[config.mk]
export PLATFORM = sky130hd
export DESIGN_NAME = multi_task_watchdog_monitor_flat
export DESIGN_NICKNAME = d
export VERILOG_FILES = /design/src/design/wdm_pkg.sv /design/src/design/wdm_req_if.sv /design/src/design/wdm_rsp_if.sv /design/src/design/wdm_ram.sv /design/src/design/multi_task_watchdog_monitor.sv /design/src/flat_wrapper.sv
export SDC_FILE = /design/constraint.sdc
export NUM_CORES = 1
export LEC_CHECK = 0
export BUFFER_PORTS_ARGS = -buffer_cell sky130_fd_sc_hd__buf_2
export CAP_MARGIN = 20
export CORE_MARGIN = 10
export CORE_UTILIZATION = 45
export CTS_CLUSTER_SIZE = 8
export DETAILED_ROUTE_END_ITERATION = 8
export GPL_TIMING_DRIVEN = 0
export HOLD_SLACK_MARGIN = 0.1
export PLACE_DENSITY = 0.65
export SYNTH_ARGS = -nofsm -noshare
export SYNTH_HDL_FRONTEND = slang
export SYNTH_SLANG_ARGS = --single-unit
[constraint.sdc]
create_clock -name i_clk -period 20.2 [get_ports i_clk]
set_input_delay 5.05 -clock i_clk [delete_from_list [all_inputs] [get_ports i_clk]]
set_output_delay 5.05 -clock i_clk [all_outputs]
set_load 0.005 [all_outputs]
[src/design/wdm_pkg.sv]
// package: field widths and the request and result codes of the watchdog monitor
package wdm_pkg;

    localparam int MODE_W  = 2;
    localparam int ID_W    = 4;
    localparam int TIME_W  = 32;
    localparam int KIND_W  = 2;
    localparam int SLOT_W  = 3;
    localparam int COUNT_W = 8;

    localparam logic [MODE_W-1:0] MODE_REGISTER = 2'd0;
    localparam logic [MODE_W-1:0] MODE_CHECKIN  = 2'd1;
    localparam logic [MODE_W-1:0] MODE_SCAN     = 2'd2;

    localparam logic [KIND_W-1:0] KIND_ACK     = 2'd0;
    localparam logic [KIND_W-1:0] KIND_RESTART = 2'd1;
    localparam logic [KIND_W-1:0] KIND_DONE    = 2'd2;

endpackage

[src/design/wdm_req_if.sv]
// interface: request channel into the watchdog monitor
interface wdm_req_if;
    logic                              valid;
    logic                              ready;
    logic [wdm_pkg::MODE_W-1:0]        mode;
    logic [wdm_pkg::ID_W-1:0]          task_id;
    logic [wdm_pkg::TIME_W-1:0]        timeout_ms;
    logic [wdm_pkg::TIME_W-1:0]        now_ms;

    modport source (output valid, output mode, output task_id, output timeout_ms,
                    output now_ms, input ready);
    modport sink   (input valid, input mode, input task_id, input timeout_ms,
                    input now_ms, output ready);
endinterface

[src/design/wdm_rsp_if.sv]
// interface: result channel out of the watchdog monitor
interface wdm_rsp_if;
    logic                              valid;
    logic                              ready;
    logic [wdm_pkg::KIND_W-1:0]        kind;
    logic [wdm_pkg::SLOT_W-1:0]        slot_index;
    logic [wdm_pkg::COUNT_W-1:0]       restart_total;
    logic                              report;
    logic                              feed;
    logic                              last;

    modport source (output valid, output kind, output slot_index, output restart_total,
                    output report, output feed, output last, input ready);
    modport sink   (input valid, input kind, input slot_index, input restart_total,
                    input report, input feed, input last, output ready);
endinterface

[src/design/wdm_ram.sv]
// generic single-write, single-read ram with registered read data
module wdm_ram #(
    parameter int WIDTH = 32,
    parameter int DEPTH = 8
) (
    input  logic                                 i_clk,
    input  logic                                 i_we,
    input  logic [(DEPTH > 1 ? $clog2(DEPTH) : 1)-1:0] i_waddr,
    input  logic [WIDTH-1:0]                     i_wdata,
    input  logic [(DEPTH > 1 ? $clog2(DEPTH) : 1)-1:0] i_raddr,
    output logic [WIDTH-1:0]                     o_rdata
);
    logic [WIDTH-1:0] r_mem [DEPTH];
    logic [WIDTH-1:0] r_rdata;

    always_ff @(posedge i_clk) begin
        if (i_we) begin
            r_mem[i_waddr] <= i_wdata;
        end
        r_rdata <= r_mem[i_raddr];
    end

    assign o_rdata = r_rdata;
endmodule

[src/design/multi_task_watchdog_monitor.sv]
// top level: multi-task watchdog monitor with slot timeouts and check-in times in ram
//
//  channel   | dir | handshake      | payload
//  i_req     | in  | valid / ready  | mode, task_id, timeout_ms, now_ms
//  o_rsp     | out | valid / ready  | kind, slot_index, restart_total, report, feed, last
//  i_cfg_*   | in  | write enable   | report_enable
//
// register and check-in requests each give one acknowledge
// a scan checks each registered slot in S_READ then S_EVAL, skips free slots in S_READ,
// then gives the done result; S_EVAL uses the registered read data of the slot rams
// reset clears the registered marks, restart count and report enable; no clearing pass
// a full output register stalls the scan where a restart or done result is due
module multi_task_watchdog_monitor #(
    parameter int NUM_TASKS = 8
) (
    input  logic          i_clk,
    input  logic          i_rst_n,
    wdm_req_if.sink       i_req,
    wdm_rsp_if.source     o_rsp,
    input  logic          i_cfg_we,
    input  logic          i_cfg_wdata
);
    localparam int IW = (NUM_TASKS > 1) ? $clog2(NUM_TASKS) : 1;
    localparam int CW = $clog2(NUM_TASKS + 1);
    localparam int XW = (wdm_pkg::ID_W > CW) ? wdm_pkg::ID_W + 1 : CW + 1;

    typedef enum logic [1:0] {
        S_IDLE,
        S_READ,
        S_EVAL
    } t_state;

    t_state                         r_state;
    logic [CW-1:0]                  r_idx;
    logic [wdm_pkg::TIME_W-1:0]     r_now;
    logic                           r_fail;
    logic [NUM_TASKS-1:0]           r_registered;
    logic [wdm_pkg::COUNT_W-1:0]    r_count;
    logic                           r_report_enable;

    logic                           r_out_valid;
    logic [wdm_pkg::KIND_W-1:0]     r_out_kind;
    logic [wdm_pkg::SLOT_W-1:0]     r_out_slot;
    logic [wdm_pkg::COUNT_W-1:0]    r_out_total;
    logic                           r_out_report;
    logic                           r_out_feed;
    logic                           r_out_last;

    logic                           out_free;
    logic                           accept;
    logic                           id_ok;
    logic                           slot_write;
    logic                           scan_end;
    logic [IW-1:0]                  idx_addr;
    logic [wdm_pkg::TIME_W-1:0]     tmo_rdata;
    logic [wdm_pkg::TIME_W-1:0]     ckin_rdata;
    logic [wdm_pkg::TIME_W-1:0]     elapsed;
    logic                           late;
    logic                           restart_fire;
    logic                           ckin_we;
    logic [IW-1:0]                  ckin_waddr;
    logic [wdm_pkg::TIME_W-1:0]     ckin_wdata;
    logic                           tmo_we;
    logic [IW-1:0]                  req_addr;

    assign out_free     = !r_out_valid || o_rsp.ready;
    assign i_req.ready  = (r_state == S_IDLE) && out_free;
    assign accept       = i_req.valid && i_req.ready;
    assign id_ok        = XW'(i_req.task_id) < XW'(NUM_TASKS);
    assign req_addr     = IW'(i_req.task_id);
    assign slot_write   = accept && id_ok &&
                          (i_req.mode == wdm_pkg::MODE_REGISTER ||
                           i_req.mode == wdm_pkg::MODE_CHECKIN);
    assign idx_addr     = r_idx[IW-1:0];
    assign scan_end     = r_idx == CW'(NUM_TASKS);
    assign elapsed      = r_now - ckin_rdata;
    assign late         = elapsed > tmo_rdata;
    assign restart_fire = (r_state == S_EVAL) && late && out_free;

    assign ckin_we      = slot_write || restart_fire;
    assign ckin_waddr   = restart_fire ? idx_addr : req_addr;
    assign ckin_wdata   = restart_fire ? r_now : i_req.now_ms;
    assign tmo_we       = slot_write && (i_req.mode == wdm_pkg::MODE_REGISTER);

    wdm_ram #(
        .WIDTH (wdm_pkg::TIME_W),
        .DEPTH (NUM_TASKS)
    ) u_tmo_ram (
        .i_clk   (i_clk),
        .i_we    (tmo_we),
        .i_waddr (req_addr),
        .i_wdata (i_req.timeout_ms),
        .i_raddr (idx_addr),
        .o_rdata (tmo_rdata)
    );

    wdm_ram #(
        .WIDTH (wdm_pkg::TIME_W),
        .DEPTH (NUM_TASKS)
    ) u_ckin_ram (
        .i_clk   (i_clk),
        .i_we    (ckin_we),
        .i_waddr (ckin_waddr),
        .i_wdata (ckin_wdata),
        .i_raddr (idx_addr),
        .o_rdata (ckin_rdata)
    );

    always_ff @(posedge i_clk) begin
        if (!i_rst_n) begin
            r_state         <= S_IDLE;
            r_idx           <= '0;
            r_fail          <= 1'b0;
            r_registered    <= '0;
            r_count         <= '0;
            r_report_enable <= 1'b0;
            r_out_valid     <= 1'b0;
        end else begin
            if (i_cfg_we) begin
                r_report_enable <= i_cfg_wdata;
            end
            if (r_out_valid && o_rsp.ready) begin
                r_out_valid <= 1'b0;
            end
            case (r_state)
                S_IDLE: begin
                    if (accept) begin
                        if (i_req.mode == wdm_pkg::MODE_SCAN) begin
                            r_state <= S_READ;
                            r_idx   <= '0;
                            r_now   <= i_req.now_ms;
                            r_fail  <= 1'b0;
                        end else begin
                            if (tmo_we) begin
                                r_registered[req_addr] <= 1'b1;
                            end
                            r_out_valid  <= 1'b1;
                            r_out_kind   <= wdm_pkg::KIND_ACK;
                            r_out_slot   <= '0;
                            r_out_total  <= r_count;
                            r_out_report <= 1'b0;
                            r_out_feed   <= 1'b0;
                            r_out_last   <= 1'b1;
                        end
                    end
                end
                S_READ: begin
                    if (scan_end) begin
                        if (out_free) begin
                            r_state      <= S_IDLE;
                            r_out_valid  <= 1'b1;
                            r_out_kind   <= wdm_pkg::KIND_DONE;
                            r_out_slot   <= '0;
                            r_out_total  <= r_count;
                            r_out_report <= 1'b0;
                            r_out_feed   <= !r_fail;
                            r_out_last   <= 1'b1;
                        end
                    end else if (r_registered[idx_addr]) begin
                        r_state <= S_EVAL;
                    end else begin
                        r_idx <= r_idx + 1'b1;
                    end
                end
                S_EVAL: begin
                    if (!late) begin
                        r_idx   <= r_idx + 1'b1;
                        r_state <= S_READ;
                    end else if (out_free) begin
                        r_idx        <= r_idx + 1'b1;
                        r_state      <= S_READ;
                        r_fail       <= 1'b1;
                        r_count      <= r_count + 1'b1;
                        r_out_valid  <= 1'b1;
                        r_out_kind   <= wdm_pkg::KIND_RESTART;
                        r_out_slot   <= wdm_pkg::SLOT_W'(r_idx);
                        r_out_total  <= r_count + 1'b1;
                        r_out_report <= r_report_enable;
                        r_out_feed   <= 1'b0;
                        r_out_last   <= 1'b0;
                    end
                end
                default: begin
                    r_state <= S_IDLE;
                end
            endcase
        end
    end

    assign o_rsp.valid         = r_out_valid;
    assign o_rsp.kind          = r_out_kind;
    assign o_rsp.slot_index    = r_out_slot;
    assign o_rsp.restart_total = r_out_total;
    assign o_rsp.report        = r_out_report;
    assign o_rsp.feed          = r_out_feed;
    assign o_rsp.last          = r_out_last;
endmodule
[src/flat_wrapper.sv]
// flat-port wrapper written by rule: the top's interface ports become plain ports
module multi_task_watchdog_monitor_flat 
#(
    parameter int NUM_TASKS = 8
)
  (i_clk, i_rst_n, i_cfg_we, i_cfg_wdata, i_req_valid, i_req_mode, i_req_task_id, i_req_timeout_ms, i_req_now_ms, i_req_ready, o_rsp_valid, o_rsp_kind, o_rsp_slot_index, o_rsp_restart_total, o_rsp_report, o_rsp_feed, o_rsp_last, o_rsp_ready);
  wdm_req_if i_req_i ();
  wdm_rsp_if o_rsp_i ();
  input  logic i_clk;
  input  logic i_rst_n;
  input  logic i_cfg_we;
  input  logic i_cfg_wdata;
  input wire logic [$bits(i_req_i.valid)-1:0] i_req_valid;
  input wire logic [$bits(i_req_i.mode)-1:0] i_req_mode;
  input wire logic [$bits(i_req_i.task_id)-1:0] i_req_task_id;
  input wire logic [$bits(i_req_i.timeout_ms)-1:0] i_req_timeout_ms;
  input wire logic [$bits(i_req_i.now_ms)-1:0] i_req_now_ms;
  output wire logic [$bits(i_req_i.ready)-1:0] i_req_ready;
  output wire logic [$bits(o_rsp_i.valid)-1:0] o_rsp_valid;
  output wire logic [$bits(o_rsp_i.kind)-1:0] o_rsp_kind;
  output wire logic [$bits(o_rsp_i.slot_index)-1:0] o_rsp_slot_index;
  output wire logic [$bits(o_rsp_i.restart_total)-1:0] o_rsp_restart_total;
  output wire logic [$bits(o_rsp_i.report)-1:0] o_rsp_report;
  output wire logic [$bits(o_rsp_i.feed)-1:0] o_rsp_feed;
  output wire logic [$bits(o_rsp_i.last)-1:0] o_rsp_last;
  input wire logic [$bits(o_rsp_i.ready)-1:0] o_rsp_ready;
  assign i_req_i.valid = i_req_valid;
  assign i_req_i.mode = i_req_mode;
  assign i_req_i.task_id = i_req_task_id;
  assign i_req_i.timeout_ms = i_req_timeout_ms;
  assign i_req_i.now_ms = i_req_now_ms;
  assign i_req_ready = i_req_i.ready;
  assign o_rsp_valid = o_rsp_i.valid;
  assign o_rsp_kind = o_rsp_i.kind;
  assign o_rsp_slot_index = o_rsp_i.slot_index;
  assign o_rsp_restart_total = o_rsp_i.restart_total;
  assign o_rsp_report = o_rsp_i.report;
  assign o_rsp_feed = o_rsp_i.feed;
  assign o_rsp_last = o_rsp_i.last;
  assign o_rsp_i.ready = o_rsp_ready;
  multi_task_watchdog_monitor #(.NUM_TASKS(NUM_TASKS)) u_core (.i_clk(i_clk), .i_rst_n(i_rst_n), .i_req(i_req_i), .o_rsp(o_rsp_i), .i_cfg_we(i_cfg_we), .i_cfg_wdata(i_cfg_wdata));
endmodule
-- Word-level counts from Yosys, hierarchy flattened
Memory sizes are Yosys's and may differ from the RTL's. A register that Yosys moved wholly into a read port is not among the register bits.
Index checks and enable logic that the tools add are counted.
- logic and storage cells: 140
- bits in registers: 73
- RAM bits: 512
- memories: 2
- memories (name ; depth ; bits a word ; rd ports ; clocked after Yosys merged registers in ; wr ports ; line ; RTL):
    u_core.u_ckin_ram.r_mem ; 8 ; 32 ; 1 ; 1 ; 1 ; wdm_ram.sv:13 ; logic [WIDTH-1:0] r_mem [DEPTH];
    u_core.u_tmo_ram.r_mem ; 8 ; 32 ; 1 ; 1 ; 1 ; wdm_ram.sv:13 ;
- reductions and logical operators: 25
- add/sub/neg operators: 3
- muxes and demuxes: 72
- bitwise logic cells: 2
- magnitude comparators: 5
- eq/ne operators: 17
- operator list (operator ; number):
    $mux W8 ; 6
    $gt A32 B32 Y1 ; 1
    $mux W32 ; 1
    $sub A32 B32 Y32 ; 1
    $mux W1 ; 28
    $mux W2 ; 12
    $mux W4 ; 6
    $pmux W8 S3 ; 1
    $mux W3 ; 7
    $pmux W1 S3 ; 4
    $pmux W2 S3 ; 2
    $pmux W4 S3 ; 1
    $ne A2 B1 Y1 const B ; 5
    $reduce_and A5 Y1 ; 2
    $logic_and A1 B1 Y1 ; 9
    $pmux W3 S3 ; 1
    $add A8 B1 Y8 const B ; 1
    $lt A3 B4 Y1 const B ; 2
    $ne A2 B2 Y1 const B ; 4
    $or A8 B8 Y8 ; 1
    $reduce_and A4 Y1 ; 2
    $reduce_and A8 Y1 ; 1
    $ne A3 B2 Y1 const B ; 2
    $reduce_and A6 Y1 ; 1
    17 further kinds ; 23

-- Depth between registers and ports, before layout
- word-level depth: 9
- gate-level depth with buffers: 24
- gate-level depth less buffers: 23

-- Hierarchy
From an unflattened synthesis, not the netlist that was laid out.
- cells, all modules: 1470
- area, all modules: 26837.0 µm²
- by module, submodules not included (module ; cells an instance ; sequential area each (µm²) ; instances ; area an instance (µm²)):
    wdm_ram ; 415 ; 8328.0 ; 2 ; 10466.3
    multi_task_watchdog_monitor ; 640 ; 1941.9 ; 1 ; 5904.4

-- Worst setup path before layout
OpenSTA, ideal clock, no wires.
- path kind: input to output
- start point: input o_rsp_ready
- end point: output i_req_ready
- slack: 9.814 ns
- arrival time: 5.336 ns
- stages on the path: 2
- data required time: 15.150 ns
- path buffers: 0
- cell sequence: nor2b_1 > nor2_1
- word-level cells in the longest chain between the ends: 2
- RTL lines (element ; line ; RTL):
    start, declared ; flat_wrapper.sv:26 ; input wire logic [$bits(o_rsp_i.ready)-1:0] o_rsp_ready;
    $logic_or A1 B1 Y1 ; multi_task_watchdog_monitor.sv:66 ; assign out_free = !r_out_valid || o_rsp.ready;
    $logic_and A1 B1 Y1 ; multi_task_watchdog_monitor.sv:67 ; assign i_req.ready = (r_state == S_IDLE) && out_free;
    end, declared ; flat_wrapper.sv:18 ; output wire logic [$bits(i_req_i.ready)-1:0] i_req_ready;
Every way passes these cells.

-- Worst setup path after layout
Ends and elaborated chain as after synthesis.

==> reports/qor.yml <==
timing:
  worstMarginPinSlew_ns: 0.974
  fmaxAchievable_ghz: 0.0932
  finalSetupTns_ns: 0
  worst_hold_slack_ns: 0.474
  final.setup_skew_ns: 0.0314
  rsz0062_at_grt: "no"
  setup_viol: 0
  finalCritPeriodShare_pct: 53.1
  slew_viol_final: 0
  slew_headroom_pct: 35.1
  hold_violations: 0
  fin_crit_ns: 10.73
synth:
  async_flop_share_pct: 0
  yosys_warnings: 0
  syn_nets: 1728
  synth_enable_flop_cells: 560
  synth_most_common_cell: "edfxtp_1"
  ys_top_cells_by_area: "edfxtp_1, mux4_2, dfxtp_1, ha_1, nand2_1"
  ys_seq_elements: 649
  syn_inst: 1581
  syn-cell-area_um2: 26300
  synth_flop_cell: "edfxtp_1"
  seq_area_frac_synth_pct: 70.7
  synth_top_area_share_pct: 64.0
  ys_types: 58
  avgSynthCellArea_um2: 16.6
  synth_top_area_cell: "edfxtp_1"
  yosys-top-cells-count: "edfxtp_1, nand2_1, mux4_2"
clock_network:
  cts_resized: 0
  clk_latency_ns: 0.63
  cts_buffers: 91
  htree_levels: 3
  root_buffer: "clkbuf_16"
  clock_sinks: 649
  cts_tree: "built"
  clk_pin_slew_ns: 0.05
  post_cts_buffers: 0
  cts_max_path_buffers: 3
  cts_hold_buf: 0
floorplan:
  start_util_pct: 45.5
  coreArea_um2: 57800
  die_w_um: 262
  die_y_um: 262
  io_pins: 94
  fp-row-count: 88
  dieArea_um2: 68500
placed_design:
  dpl.hpwl_mm: 40.4
  portBuffers: 93
  gp_congestion: 0.854
setup_path:
  cp.required_ns: 15.15
  critPathKind: "primary input to output pin"
  worst_setup_path_end_kind: "output pin"
  crit_arrival_ns: 5.68
  cp-start-kind: "primary input"
  rrSetupSlack_ns: 12.75
  crit_path_max_fanout: 5
detailed_routing:
  drc_errors: 0
  postRouteAntennaNets: 0
  wl_mm: 57.7
  first_pass_iters: 5
  vias_per_cell: 5.35
  vias: 14200
  wl_per_cell_um: 21.8
  drt-initial-drc-count: 1111
cells_and_area:
  syn_to_final_growth_pct: 18.7
  n_fill_cell: 4538
  final_nets: 1959
  layout-drive-gt1-share_pct: 23.2
  final_core_util_pct: 54.0
run_status:
  status: "finished clean"
power_and_ir_drop:
  vdd_drop_max_mv: 0.0636
  p_leak_uw: 0.0110
  powerDensity_nw_per_um2: 104
global_route:
  grt_pass1_vias: 15100
  grt_max_degree: 21
  antenna_found_initial: 10
  track_usage_pct: 17.2
  grt.overflow.total: 0
  grt_pass1_wl_mm: 89.1
job:
  cap_violations: 0
min_path:
  hold_path_class: "register to register"
==> worst paths after layout <==
check                                   to                    from  cells after the start
max                            i_req_ready             o_rsp_ready                      4
min                 u_core.r_registered[6]  u_core.r_registered[6]                      2
max reg2reg  u_core.u_ckin_ram.r_mem[0][7]         u_core.r_now[0]                     26
min reg2reg         u_core.r_registered[6]  u_core.r_registered[6]                      2
==> state kept, by name (all words and copies together), names as in the netlist, 2 cells and up <==
name                        count
u_core.o_rsp.kind               2
u_core.o_rsp.restart_total      8
u_core.o_rsp.slot_index         3
u_core.r_count                  8
u_core.r_idx                    4
u_core.r_now                   32
u_core.r_registered             8
u_core.r_state                  2
u_core.u_ckin_ram.o_rdata      32
u_core.u_ckin_ram.r_mem       256
u_core.u_tmo_ram.o_rdata       32
u_core.u_tmo_ram.r_mem        256
==> report_power, final <==
| group | internal, uW | switching, uW | leakage (uW) |
|---|---|---|---|
| Sequential | 1500 | 12.4 | 0.00579 |
| Clock | 849 | 543 | 0.00126 |
| Combinational | 150 | 198 | 0.00397 |
==> routing by layer <==
| layer | wire length, um | part of all wire [%] | GRT usage, % |
|---|---|---|---|
| met2 | 29500 | 51 | 29.6 |
| met4 | 1280 | 2.2 | 5.84 |
| met5 | 83 | 0.14 | 0 |
| met3 | 2740 | 4.8 | 3.08 |
| met1 | 24100 | 42 | 21.6 |
==> kinds of logic (layout without fill, tap and decap cells) <==
logic type      Yosys count  after routing  share of synthesized area [%]
simple gates            380            380                           6.37
buf+inv                 138            438                           2.02
other cells               0              4                              0
flops                   649            649                           70.7
mux                     167            167                           12.7
compound gates          135            135                           3.40
fa+ha+maj                71             71                           3.41
xor+xnor                 41             41                           1.37
==> cell type report <==
class	count	area [um^2]	share of cell area, %
Sequential cell	649	18600	59.6
Buffer	57	226	0.726
Inverter	81	304	0.974
Timing Repair Buffer	138	1120	3.59
Tap cell	765	957	3.07
Antenna cell	4	10.0	0.0321
Clock buffer	155	2540	8.14
Multi-Input combinational cell	794	7330	23.5
Clock inverter	7	119	0.381
==> stage by stage <==
step / power, uW / cell area [um^2] / std cells / worst slack (ns)
after floorplan: 1770 / 26300 / 1581 / 9.81
after global placement: 1870 / 27700 / 2439 / 6.82
after detailed placement: 1880 / 28500 / 2482 / 9.49
after CTS: 3280 / 31200 / 2644 / 9.49
after global routing: 3370 / 31200 / 2648 / 9.42
final: 3250 / 31200 / 2650 / 9.47
==> critical path, cell delays in order <==
cell and delay, ns:
buf_2 0.11, nor2b_1 0.27, nor2_1 0.10, buf_2 0.15
==> cell usage in the layout, fill, tap and decap left out, types with 4 or more instances in the layout <==
master | netlist | routed
buf_1 | 16 | 16
buf_4 | 0 | 11
nor2_1 | 57 | 51
o21bai_1 | 4 | 4
mux2i_1 | 4 | 4
clkbuf_1 | 31 | 94
mux2_2 | 33 | 33
buf_6 | 0 | 8
nand2b_1 | 16 | 16
a21oi_1 | 39 | 39
clkbuf_16 | 0 | 92
diode_2 | 0 | 4
xor2_1 | 12 | 12
a21o_1 | 26 | 26
edfxtp_1 | 560 | 560
o21ai_0 | 23 | 23
and3_1 | 6 | 6
nor2_4 | 0 | 6
buf_2 | 10 | 105
nor3b_1 | 5 | 5
nand3_1 | 19 | 19
inv_1 | 80 | 80
o31ai_4 | 0 | 6
nor2b_1 | 6 | 6
or2_2 | 4 | 4
dfxtp_1 | 89 | 89
ha_1 | 70 | 70
buf_16 | 0 | 9
mux4_2 | 130 | 130
nand2_1 | 219 | 219
o21a_1 | 8 | 8
xnor2_1 | 29 | 29
nand4_1 | 17 | 17
buf_8 | 0 | 15
nor3_1 | 10 | 7
or3_1 | 5 | 5
No activity file was read; power rests on OpenSTA's default activity.
